`src/hw/rtl/fvdm_pkg.sv`:
```
package fvdm_pkg;

	localparam int VOICE_COUNT      = 4;
	localparam int OVERSAMPLE       = 6;
	localparam int MAX_LENGTH_WORDS = 320;
	localparam int SAMPLE_MEM_DEPTH = 4096;

	localparam int CFG_W = 48;

	localparam logic [2:0] OP_FRAME  = 3'd0;
	localparam logic [2:0] OP_BYTE   = 3'd1;
	localparam logic [2:0] OP_PERIOD = 3'd2;
	localparam logic [2:0] OP_VOLUME = 3'd3;
	localparam logic [2:0] OP_LENGTH = 3'd4;
	localparam logic [2:0] OP_START  = 3'd5;
	localparam logic [2:0] OP_DMA_ON = 3'd6;
	localparam logic [2:0] OP_STOP   = 3'd7;

	localparam logic [2:0] REG_DELTA_NUM = 3'd0;
	localparam logic [2:0] REG_AVG_MUL   = 3'd1;
	localparam logic [2:0] REG_MASTER    = 3'd2;
	localparam logic [2:0] REG_SEP       = 3'd3;
	localparam logic [2:0] REG_SPT       = 3'd4;
	localparam logic [2:0] REG_PAUSE     = 3'd5;

	localparam logic [16:0] PERIOD_MIN  = 17'd113;
	localparam logic [16:0] PERIOD_ZERO = 17'd65536;
	localparam logic [6:0]  VOLUME_MAX  = 7'd64;

	typedef struct packed {
		logic [2:0]         opcode;
		logic [1:0]         voice;
		logic [15:0]        value;
		logic [11:0]        address;
		logic signed [7:0]  sample_byte;
	} in_req_t;

	typedef struct packed {
		logic signed [15:0] left_out;
		logic signed [15:0] right_out;
		logic               tick_due;
	} out_req_t;

	typedef struct packed {
		logic        start;
		logic [39:0] dividend;
		logic [16:0] divisor;
	} div_req_t;

	typedef struct packed {
		logic        busy;
		logic        done;
		logic [31:0] quotient;
	} div_rsp_t;

endpackage

```
`src/hw/rtl/fvdm_div.sv`:
```
module fvdm_div (
	input  logic              clk,
	input  logic              arst_n,
	input  fvdm_pkg::div_req_t req,
	output fvdm_pkg::div_rsp_t rsp
);

	logic [39:0] quo_q;
	logic [16:0] rem_q;
	logic [16:0] dsr_q;
	logic [5:0]  cnt_q;
	logic        busy_q;
	logic        done_q;
	logic [17:0] trial;

	assign trial = {rem_q, quo_q[39]} - {1'b0, dsr_q};

	always_ff @(posedge clk or negedge arst_n) begin
		if (!arst_n) begin
			busy_q <= 1'b0;
			done_q <= 1'b0;
			cnt_q  <= '0;
		end else begin
			done_q <= 1'b0;
			if (req.start) begin
				busy_q <= 1'b1;
				cnt_q  <= 6'd40;
				quo_q  <= req.dividend;
				rem_q  <= '0;
				dsr_q  <= req.divisor;
			end else if (busy_q) begin
				if (!trial[17]) begin
					rem_q <= trial[16:0];
					quo_q <= {quo_q[38:0], 1'b1};
				end else begin
					rem_q <= {rem_q[15:0], quo_q[39]};
					quo_q <= {quo_q[38:0], 1'b0};
				end
				cnt_q <= cnt_q - 6'd1;
				if (cnt_q == 6'd1) begin
					busy_q <= 1'b0;
					done_q <= 1'b1;
				end
			end
		end
	end

	assign rsp.busy     = busy_q;
	assign rsp.done     = done_q;
	assign rsp.quotient = (quo_q[39:32] != '0) ? 32'hFFFF_FFFF : quo_q[31:0];

	a_done_after_busy: assert property (@(posedge clk) disable iff (!arst_n)
		done_q |-> $past(busy_q)) else $error("div done without busy");
	a_busy_count: assert property (@(posedge clk) disable iff (!arst_n)
		busy_q |-> (cnt_q != 6'd0)) else $error("div busy with zero count");
	a_start_busy: assert property (@(posedge clk) disable iff (!arst_n)
		req.start |=> busy_q) else $error("div did not start");

endmodule

```
`config.mk`:
```
export PLATFORM = sky130hd
export DESIGN_NAME = fvdm_div
export DESIGN_NICKNAME = d
export VERILOG_FILES = /design/src/hw/rtl/fvdm_pkg.sv /design/src/hw/rtl/fvdm_div.sv
export SDC_FILE = /design/constraint.sdc
export NUM_CORES = 1
export LEC_CHECK = 0
export BUFFER_PORTS_ARGS = -buffer_cell sky130_fd_sc_hd__buf_2
export CORE_ASPECT_RATIO = 1.2
export CORE_UTILIZATION = 56
export CTS_CLUSTER_DIAMETER = 30
export DETAILED_ROUTE_END_ITERATION = 16
export PLACE_DENSITY = 0.81
export SETUP_SLACK_MARGIN = 0.02
export SYNTH_ARGS = -nofsm -noshare
export SYNTH_HDL_FRONTEND = slang
export SYNTH_SLANG_ARGS = --single-unit
```
`constraint.sdc`:
```
create_clock -name clk -period 3.1 [get_ports clk]
set_input_delay 0.465 -clock clk [delete_from_list [all_inputs] [get_ports clk]]
set_output_delay 0.465 -clock clk [all_outputs]
set_load 0.05 [all_outputs]
```
After elaboration in Yosys (flattened, before gate mapping)
Index checks and enable logic that the tools add are counted.
{"block": "op_classes", "n_eq_ne": 1, "add_sub_neg": 2, "mux": 14, "n_reduce_logical": 4}
{"operator": "2-to-1 mux 40 bit", "n": 2}
{"operator": "2-to-1 mux 17 bit", "n": 2}
{"operator": "2-to-1 mux 32 bit", "n": 1}
{"operator": "subtractor 18 x 17 -> 18 bit", "n": 1}
{"operator": "2-to-1 mux 6 bit", "n": 2}
{"operator": "nonzero test 8 bit", "n": 1}
{"operator": "2-to-1 mux 1 bit", "n": 7}
{"operator": "== test 6 x 1 -> 1 bit (second input constant)", "n": 1}
{"operator": "subtractor 6 x 1 -> 6 bit (second input constant)", "n": 1}
{"operator": "AND reduction 2 bit", "n": 2}
{"operator": "nonzero test 2 bit", "n": 1}
{"block": "totals", "output_inout_bits": 34, "elab_cells": 27, "reg_bits": 82}

Depth between registers and ports, before layout
Gate-level depths: netlist of the first run.
{"block": "logic_depth", "word_depth": 4, "mapped_depth": 12, "mapped_depth_nobuf": 10}

Worst setup path after synthesis of the first run
Ideal clock, no wire load.
{"block": "synth_path", "path_kind": "input-to-reg", "from": "in req[57] in the netlist's numbering", "to": "reg quo_q[0], enable pin", "t_arrival_ns": 2.735, "required_time_ns": 2.658, "stages": 4, "path_slack_ns": -0.077, "n_path_buf": 2, "cell_sequence": "clkbuf_1 > buf_6 > nor2_1 > nor2b_1"}
{"block": "synth_between", "elab_chain_cells": 2}
{"item": "start, declared", "line": "fvdm_div.sv:4", "text": "input fvdm_pkg::div_req_t req,"}
{"item": "nonzero test 2 bit (no line)"}
{"item": "AND reduction 2 bit (no line)"}
{"item": "end signal, assigned", "line": "fvdm_div.sv:28", "text": "quo_q <= req.dividend;"}
{"item": "end signal, assigned", "line": "fvdm_div.sv:34", "text": "quo_q <= {quo_q[38:0], 1'b1};"}
{"item": "end signal, assigned", "line": "fvdm_div.sv:37", "text": "quo_q <= {quo_q[38:0], 1'b0};"}
{"item": "end, declared", "line": "fvdm_div.sv:8", "text": "logic [39:0] quo_q;"}
Every way passes these cells.
A chain may end at the register's enable or synchronous reset.

Worst setup path in the final report of the first run
{"block": "layout_path", "from": "reg rem_q[2]", "to": "reg rem_q[1], data pin"}
{"block": "layout_between", "elab_chain_cells": 3}
{"item": "start, declared", "line": "fvdm_div.sv:9", "text": "logic [16:0] rem_q;"}
{"item": "start signal, assigned", "line": "fvdm_div.sv:33", "text": "rem_q <= trial[16:0];"}
{"item": "start signal, assigned", "line": "fvdm_div.sv:36", "text": "rem_q <= {rem_q[15:0], quo_q[39]};"}
{"item": "subtractor 18 x 17 -> 18 bit", "line": "fvdm_div.sv:16", "text": "assign trial = {rem_q, quo_q[39]} - {1'b0, dsr_q};"}
{"item": "2-to-1 mux 17 bit", "line": "fvdm_div.sv:32", "text": "if (!trial[17]) begin"}
{"item": "2-to-1 mux 17 bit", "line": "fvdm_div.sv:31", "text": "end else if (busy_q) begin"}
Every way passes these cells.

==> results of run 1 <==
[cell type report]
type	count	area share (%)
Sequential cell	82	43.1
Timing Repair Buffer	106	10.1
Inverter	27	1.80
Clock buffer	12	2.76
Tap cell	114	2.54
Clock inverter	4	0.423
Multi-Input combinational cell	295	39.4
[registers in the layout, indices dropped and copies added, names as in the netlist]
register and cells:
busy_q 1, rem_q 17, done_q 1, dsr_q 17, cnt_q 6, quo_q 40
[metrics by stage]
stage / setup WS [ps] / power [mW] / cells / hold slack, ps / cell area (sq um)
2_1_floorplan: 396 / 2.11 / 426 / 169 / 4870
3_3_place_gp: 243 / 2.29 / 623 / 323 / 5430
3_5_place_dp: 148 / 2.32 / 623 / 323 / 5430
4_1_cts: 125 / 3.04 / 640 / 257 / 5620
5_1_grt: 47.7 / 3.20 / 640 / 256 / 5630
6_report: 196 / 3.03 / 640 / 263 / 5630
[placed cells by master (no fill, tap or decap), types with 3 or more instances in the layout]
cell	n
buf_2	93
edfxtp_1	74
mux2_2	41
nor2_1	35
or2_2	32
inv_1	27
nand2_1	22
ha_1	19
a21oi_1	16
a211oi_1	16
mux2i_1	12
buf_4	12
xnor2_1	11
clkbuf_8	11
o21ai_0	9
dfrtp_1	8
nor4_1	6
nand2b_1	6
or3_1	5
nand3_1	5
xor2_1	5
nor3_1	4
a211o_1	3
and3_1	3
nand4_1	3
a31oi_1	3
clkinv_2	3
[path summary, 6_finish.rpt]
path                                   startpoint                     end  slack, ps
max                        rem_q[2]$_SDFFCE_PP0P_  rem_q[1]$_SDFFCE_PP0P_        200
min                                       req[11]     dsr_q[11]$_DFFE_PP_        260
max reg2reg                rem_q[2]$_SDFFCE_PP0P_  rem_q[1]$_SDFFCE_PP0P_        200
min reg2reg                  cnt_q[3]$_DFFE_PN0N_        done_q$_DFF_PN0_        560
max in group asynchronous                  arst_n        done_q$_DFF_PN0_       2060
min in group asynchronous                  arst_n        busy_q$_DFF_PN0_        470
[report_power, final]
| part | leakage [nW] | switching [mW] | internal [mW] |
|---|---|---|---|
| Clock | 0.0965 | 0.390 | 0.334 |
| Combinational | 1.38 | 0.467 | 0.419 |
| Sequential | 0.818 | 0.0757 | 1.35 |
[layer usage]
metal,GRT usage [%],up-vias
met5,0,-
met3,7.62,25
met4,10.3,0
met2,38.9,120
li1,-,1744
met1,29.5,1694
[kinds of logic after synthesis]
family,after synthesis,synth area share (%)
xor gates and xnor gates,16,2.88
buffers and inverters,49,5.03
DFF,82,49.7
AOI/OAI and AO/OA,71,10.6
muxes,54,12.2
adders and majority gates,20,5.29
and+or+nand+nor,134,14.3
[what timing repair did]
item	CTS	global route
setup endpoints to repair	0	34
hold buffers	1	0
hold endpoints to repair	3	0
gates resized for setup	0	1
==> reports/metrics.yaml, run 1 <==
status: "finished, final reports clean"
cts_buffer_depth: 2
chipHeight_um: 104
wl_met3_um: 741
register_area_sq_mm: 0.00242
final_util_pct: 67.9
hold_viol: 0
first_iter_violations: 173
ys_ff_latch: 82
first_pass_iters: 4
synth_edf_count: 74
syn_nets: 506
multi_input_area_sq_mm: 0.00221
relSlewSlack_pct: 66.0
clockRootBuffer: "clkbuf_8"
port_buffers: 93
drv_slew: 0
dpl.hpwl_um: 7480
clk_pin_slew_ps: 90
synthTopCellsByArea: "edfxtp_1 (46%), mux2_2 (9.5%), ha_1 (4.9%)"
netlist.area_leader.share_pct: 45.6
slowest_delay_ps: 430
period_minus_slack_ps: 2900
antenna_cells: 0
post-synth-top-count-cell: "edfxtp_1"
grt_pass1_wl_um: 17000
rsz0062_at_grt: "false"
clock_latency_ps: 370
route.detailed.drc: 0
drtAntennaViolNets: 0
cts_setup_buffers: 0
top_layer_used: "met4"
end_kind: "flip-flop"
yosysSeqAreaShare_pct: 49.7
yosysWarnings: 0
cp.required_ps: 3310
synth_area_per_cell_sq_um: 11.4
grt_max_degree: 41
crit_type: "reg2reg"
reg2reg_depth: 9
gpl.final_weighted_congestion: 0.884
fill_cells: 685
vias_per_cell: 5.60
cts_inserted_buffers: 9
maxCapViolCount: 0
hold_path_class: "in2reg"
ios: 94
cp.arrival_ps: 3120
yosysUniqueCellTypes: 58
worst_path_max_delay_cell: "edfxtp_1"
final_layout_size_suffix_gt1_share_pct: 39.0
synthTopCellsByCount: "edfxtp_1 (74), mux2_2 (41), nor2_1 (35)"
nets: 601
placeableCoreArea_sq_mm: 0.00829
rows: 36
htreeDepth: 3
holdPathStages: 1
wl_um: 10200
antenna_found_initial: 0
worst_slew_pin_slew_ps: 498
period_share_pct: 93.7
async_flop_share_pct: 9.76
path_depth: 9
dieArea_sq_mm: 0.00908
skew_ps: 13.7
synthCells: 426
synthFlopType: "edfxtp_1"
leakage_nw: 2.29
cts.sinks: 82
die_x_um: 87.2
crit_path_max_fanout: 9
grt_overflow: 0
num_vias: 3583
netlist_area_sq_mm: 0.00487
cts_tree: "built"
post_drt_wl_per_cell_um: 15.9
tns_ps: 0
start_util_pct: 58.8
p_per_area_mw_per_mm2: 539
start_kind: "flip-flop"
cp_cell_sequence: "ha_1 -> nand2_2 -> a211o_1 -> a311oi_4 -> o21ai_2 -> a311o_1 -> buf_4 -> mux2_4 -> a211oi_2"
fmax_mhz: 344
crit_family: "compound AO/OA/AOI/OAI gates"
synth_largest_area_cell: "edfxtp_1"
max-vdd-ir-drop_uv: 274
areaGrowthSynthToFinish_pct: 15.5
route.met2.wl_um: 4850
grt_usage_pct: 24.1
path_buf_inv: 1
wl_met1_um: 4280
grt_pass1_vias: 3696
setup-violations-final: 0
(Power assumes the default switching activity.)
==> run 2, diff against run 1 <==
--- a/config.mk
+++ b/config.mk
@@ -10,6 +10,7 @@
 export CORE_UTILIZATION = 56
 export CTS_CLUSTER_DIAMETER = 30
 export DETAILED_ROUTE_END_ITERATION = 16
+export GPL_TIMING_DRIVEN = 0
 export PLACE_DENSITY = 0.81
 export SETUP_SLACK_MARGIN = 0.02
 export SYNTH_ARGS = -nofsm -noshare
==> run 2 against run 1 <==
First-iteration DRC count is 5.2% higher. Final area is 2.4% higher. Critical path depth is 1 higher. Worst setup slack worse by 89 ps. Wire length is 7.7% higher. Die area stayed put. Critical path type unchanged. Largest cell class unchanged.
==> reports/metrics.yaml, run 2 (synthesis gave the netlist of run 1 again) <==
grt_overflow: 0  # unchanged
worst_slack_ps: 106  # -89.2 ps
max-vdd-ir-drop_uv: 288  # +4.8%
start_kind: "flip-flop"
grt_max_degree: 31  # -24%
antenna_cells: 0  # unchanged
rows: 36  # unchanged
first_pass_iters: 4  # unchanged
clockRootBuffer: "clkbuf_8"
ios: 94  # unchanged
skew_ps: 6.78  # -6.91 ps
cts_tree: "built"
p_int_mw: 2.16  # +2.6%
drtAntennaViolNets: 0  # unchanged
first_iter_violations: 182  # +5.2%
crit_type: "reg2reg"
final_layout_size_suffix_gt1_share_pct: 38.9  # -0.084 points
power_frac_comb_pct: 29.6  # +0.4 points
hold_viol: 0  # unchanged
worst_slew_pin_slew_ps: 917  # +419 ps
clk_pin_slew_ps: 90  # about the same
route.detailed.drc: 0  # unchanged
placed_cells: 633  # +1.6%
dpl.hpwl_um: 8040  # +7.5%
chipHeight_um: 104  # unchanged
crit_family: "compound AO/OA/AOI/OAI gates"
cp_cell_sequence: "ha_4 -> nand2_2 -> a211o_1 -> a311oi_4 -> o21ai_2 -> a311o_1 -> buf_6 -> buf_4 -> mux2i_1 -> a211oi_1"
nets: 615  # +2.3%
seqPwrFrac_pct: 45.5  # -1.4 points
largest_reg_flops: 40  # unchanged
hold_path_class: "in2async"
leakage_nw: 2.33  # +1.7%
fmax_mhz: 334  # -3.0%
port_buffers: 92  # -1.1%
cts.sinks: 82  # unchanged
setup-violations-final: 0  # unchanged
vias_per_cell: 5.61  # +0.21%
cp.arrival_ps: 3180  # +60 ps
top_regs: "quo_q: 40 flops, dsr_q: 17 flops, rem_q: 17 flops"
relSlewSlack_pct: 38.9  # -27 points
htreeDepth: 3  # unchanged
areaGrowthSynthToFinish_pct: 18.3
maxCapViolCount: 0  # unchanged
period_minus_slack_ps: 2990  # +89.2 ps
gpl.final_weighted_congestion: 0.887  # +0.43%
end_kind: "flip-flop"
finalPower_mw: 3.13  # +3.3%
path_buf_inv: 2  # +1
status: "finished, final reports clean"
final_common_cell: "buf_2"
cp.required_ps: 3290  # -20 ps
start_util_pct: 58.8  # unchanged
cts_hold_buf: 0  # -1
max_flop_register: "quo_q"
post_drt_wl_per_cell_um: 16.8  # +5.4%
dieArea_sq_mm: 0.00908  # unchanged
pwr-share-clk_pct: 24.9  # +1.0 points
drv_slew: 0  # unchanged
grt_pass1_vias: 3724  # +0.76%
crit_path_max_fanout: 6  # -3
switching_share_pct: 31.2  # +0.42 points
placeableCoreArea_sq_mm: 0.00829  # unchanged
final_cells: 654  # +2.2%
grt_usage_pct: 25.5  # +1.4 points
p_per_area_mw_per_mm2: 544  # +0.83%
clock_latency_ps: 360  # about the same
antenna_found_initial: 0  # unchanged
wl_um: 11000  # +7.7%
num_vias: 3669  # +2.4%
die_x_um: 87.2  # unchanged
layout_common_cells: "buf_2 (94), edfxtp_1 (74), mux2_2 (41), nor2_1 (35), or2_2 (32)"
grt_pass1_wl_um: 17600  # +3.7%
period_share_pct: 96.6  # +2.9 points
slowest_delay_ps: 460  # +30 ps
worst_path_max_delay_cell: "edfxtp_1"
whs_ps: 119  # -144 ps
tns_ps: 0  # unchanged
p_sw_mw: 0.977  # +4.7%
cts_inserted_buffers: 9  # unchanged
rsz0062_at_grt: "true"
fill_cells: 636  # -7.2%
cts_buffer_depth: 2  # unchanged
dp_slack_ps: 28.1  # -120 ps
## run 2: cell types whose count changed in the layout (fill, tap and decap cells not counted), moves of 2 or more
cell	before	now
clkbuf_8	11	9
ha_1	19	17
buf_1	0	4
ha_4	0	2
buf_6	0	6
buf_4	12	7
clkbuf_1	1	7
## run 2: final cells by class
cell class,count,area (sq um),area share (%)
flip-flops and latches,82,2420,42.0
clock buffers,9,124,2.15
repair buffers,98,518,8.99
clock inverters,7,68.8,1.19
inverters,27,101,1.76
multi-input cells,295,2240,38.9
well taps,114,143,2.48
plain buffers,22,144,2.50
## run 2: power groups by stage
stage / clock [mW] / combinational, mW / sequential, mW
finish: 0.778 / 0.928 / 1.43
global route: 0.830 / 1.02 / 1.44
CTS: 0.789 / 0.892 / 1.42
detailed placement: 0 / 0.885 / 1.45
global placement: 0 / 0.851 / 1.44
floorplan: 0 / 0.690 / 1.42
## run 2: stage by stage
step	utilization, %	instance area [sq um]
after floorplan	-	4870
after global placement	66.1	5480
after detailed placement	66.4	5500
after CTS	68.8	5700
after global routing	69.5	5760
final	69.5	5760
## run 2: per-layer routing
metal / wire length (um) / track usage (%) / vias to the layer above
met5: 0 / 0 / -
met4: 249 / 11.5 / 0
met3: 722 / 6.35 / 19
met2: 5490 / 42.7 / 126
met1: 4490 / 30.8 / 1744
li1: - / - / 1780
## run 2: repair_timing
item                       CTS  global route
buffers inserted             0             5
hold endpoints to repair     0             0
setup endpoints to repair    2             9
pin swaps                    0             2
gates resized for setup      1             3
## run 2: worst paths after layout
| check | startpoint | end | slack [ps] | cells after the start |
|---|---|---|---|---|
| worst max-delay path | rem_q[2]$_SDFFCE_PP0P_ | rem_q[4]$_SDFFCE_PP0P_ | 110 | 10 |
| worst min-delay path | arst_n | cnt_q[3]$_DFFE_PN0N_ | 120 | 1 |
| worst max register to register | rem_q[2]$_SDFFCE_PP0P_ | rem_q[4]$_SDFFCE_PP0P_ | 110 | 10 |
| worst min register to register | cnt_q[2]$_DFFE_PN0N_ | done_q$_DFF_PN0_ | 540 | 1 |
| max in group asynchronous | arst_n | cnt_q[0]$_DFFE_PN0N_ | 2570 | 1 |
| min in group clk | req[0] | dsr_q[0]$_DFFE_PP_ | 270 | 1 |
==> run 3, diff against run 2 <==
--- a/config.mk
+++ b/config.mk
@@ -11,7 +11,7 @@
 export CTS_CLUSTER_DIAMETER = 30
 export DETAILED_ROUTE_END_ITERATION = 16
 export GPL_TIMING_DRIVEN = 0
-export PLACE_DENSITY = 0.81
+export PLACE_DENSITY = 0.83
 export SETUP_SLACK_MARGIN = 0.02
 export SYNTH_ARGS = -nofsm -noshare
 export SYNTH_HDL_FRONTEND = slang
==> run 3 against run 2 <==
Utilization is 0.57 points higher. Global-route usage is 0.25 points higher. Via count barely moved. First-iteration DRC count fell by 24%. Critical path type unchanged. Critical endpoint is now rem_q[9]$_SDFFCE_PP0P_. Largest cell class unchanged.
==> reports/metrics.yaml, run 3 (synthesis gave the netlist of run 1 again) <==
grt_pass1_vias: 3826  # +2.7%
crit_type: "reg2reg"
worst_slew_pin_slew_ps: 927  # +10.6 ps
final_common_cell: "buf_2"
ios: 94  # unchanged
route.detailed.drc: 0  # unchanged
start_util_pct: 58.8  # unchanged
skew_ps: 18.6  # +11.8 ps
first_pass_iters: 4  # unchanged
grt_overflow: 0  # unchanged
start_kind: "flip-flop"
dpl_cell_area_sq_mm: 0.00550  # unchanged
largest_reg_flops: 40  # unchanged
relSlewSlack_pct: 38.2  # -0.70 points
leakage_nw: 2.33  # about the same
multi_input_area_sq_mm: 0.00230  # +2.8%
fmax_mhz: 335  # +0.35%
layout_common_cells: "buf_2 (94), edfxtp_1 (74), mux2_2 (41), nor2_1 (35), or2_2 (32)"
gpl.final_weighted_congestion: 0.893  # +0.64%
cts_hold_buf: 0  # unchanged
drv_slew: 0  # unchanged
final_area_sq_mm: 0.00581  # +0.83%
dieArea_sq_mm: 0.00908  # unchanged
areaGrowthSynthToFinish_pct: 19.2
nets: 614  # -0.16%
period_share_pct: 96.2  # -0.34 points
num_vias: 3666  # -0.082%
post_drt_wl_per_cell_um: 16.9  # +0.59%
cts_tree: "built"
final_util_pct: 70.1  # +0.57 points
fill_cells: 624  # -1.9%
cts_buffer_depth: 2  # unchanged
first_iter_violations: 138  # -24%
cts.sinks: 82  # unchanged
cp.required_ps: 3310  # +20 ps
clockRootBuffer: "clkbuf_8"
max-vdd-ir-drop_uv: 368  # +28%
cts_inserted_buffers: 9  # unchanged
grt_max_degree: 35  # +13%
grt_pass1_wl_um: 17900  # +1.4%
register_area_sq_mm: 0.00242  # unchanged
cp.arrival_ps: 3190  # about the same
period_minus_slack_ps: 2980  # -10.6 ps
rows: 36  # unchanged
crit_path_max_fanout: 10  # +4
tns_ps: 0  # unchanged
antenna_cells: 0  # unchanged
placed_cells: 633  # unchanged
setup-violations-final: 0  # unchanged
hold_viol: 0  # unchanged
chipHeight_um: 104  # unchanged
wl_um: 11000  # +0.44%
clk_pin_slew_ps: 100  # about the same
final_layout_size_suffix_gt1_share_pct: 40.4  # +1.6 points
whs_ps: 107  # -12.2 ps
drtAntennaViolNets: 0  # unchanged
dpl.hpwl_um: 8010  # -0.35%
placeableCoreArea_sq_mm: 0.00829  # unchanged
final_cells: 653  # -0.15%
status: "finished, final reports clean"
vias_per_cell: 5.61  # about the same
port_buffers: 92  # unchanged
die_x_um: 87.2  # unchanged
maxCapViolCount: 0  # unchanged
p_per_area_mw_per_mm2: 545  # +0.35%
max_flop_register: "quo_q"
htreeDepth: 3  # unchanged
antenna_found_initial: 0  # unchanged
top_regs: "quo_q: 40 flops, dsr_q: 17 flops, rem_q: 17 flops"
grt_usage_pct: 25.8  # +0.25 points
clock_latency_ps: 380  # +20 ps
hold_path_class: "in2async"
end_kind: "flip-flop"
run 3: power by group:
group | total (mW) | internal (mW) | switching (mW)
Clock | 0.766 | 0.367 | 0.399
Combinational | 0.979 | 0.467 | 0.512
Sequential | 1.42 | 1.35 | 0.0768
Total | 3.17 | 2.18 | 0.988
run 3: what timing repair did:
action,in CTS,in global routing
setup buffers,0,4
setup endpoints to repair,6,8
gates cloned,0,0
pin swaps,0,4
gates resized for setup,1,14
run 3: layout make-up:
class | instances | area share, %
Buffer | 22 | 2.48
Clock buffer | 10 | 2.20
Clock inverter | 6 | 0.991
Inverter | 27 | 1.74
Multi-Input combinational cell | 295 | 39.7
Sequential cell | 82 | 41.7
Tap cell | 114 | 2.46
Timing Repair Buffer | 97 | 8.79
run 3: metal layers:
layer / GRT usage, % / part of all wire [%] / up-vias
met2: 44.3 / 51 / 106
li1: - / - / 1773
met4: 11.7 / 3.1 / 0
met1: 30.0 / 40 / 1760
met3: 6.27 / 5.1 / 27
met5: 0 / 0 / -
run 3: critical path, cell delays in order (launching register included):
cell,delay (ps)
edfxtp_1,470
ha_4,330
nand2_2,70
a211o_4,350
a311oi_4,420
o21ai_2,100
a311o_1,370
buf_6,150
buf_6,150
mux2i_4,190
a211oi_2,210
run 3: final timing paths:
check / start / depth (start not counted) / end / slack, ps
worst min-delay path: arst_n / 1 / cnt_q[2]$_DFFE_PN0N_ / 110
worst min register to register: cnt_q[3]$_DFFE_PN0N_ / 1 / done_q$_DFF_PN0_ / 530
min in group clk: req[11] / 1 / dsr_q[11]$_DFFE_PP_ / 250
max in group asynchronous: arst_n / 1 / cnt_q[0]$_DFFE_PN0N_ / 2560
worst max-delay path: rem_q[3]$_SDFFCE_PP0P_ / 10 / rem_q[9]$_SDFFCE_PP0P_ / 120
worst max register to register: rem_q[3]$_SDFFCE_PP0P_ / 10 / rem_q[9]$_SDFFCE_PP0P_ / 120
run 3: through the flow:
step                      power [mW]  worst slack (ps)
after floorplan                 2.11               396
after global placement          2.29              62.8
after detailed placement        2.33              14.8
after CTS                       3.08              79.4
after global routing            3.32             -12.5
final                           3.17               117
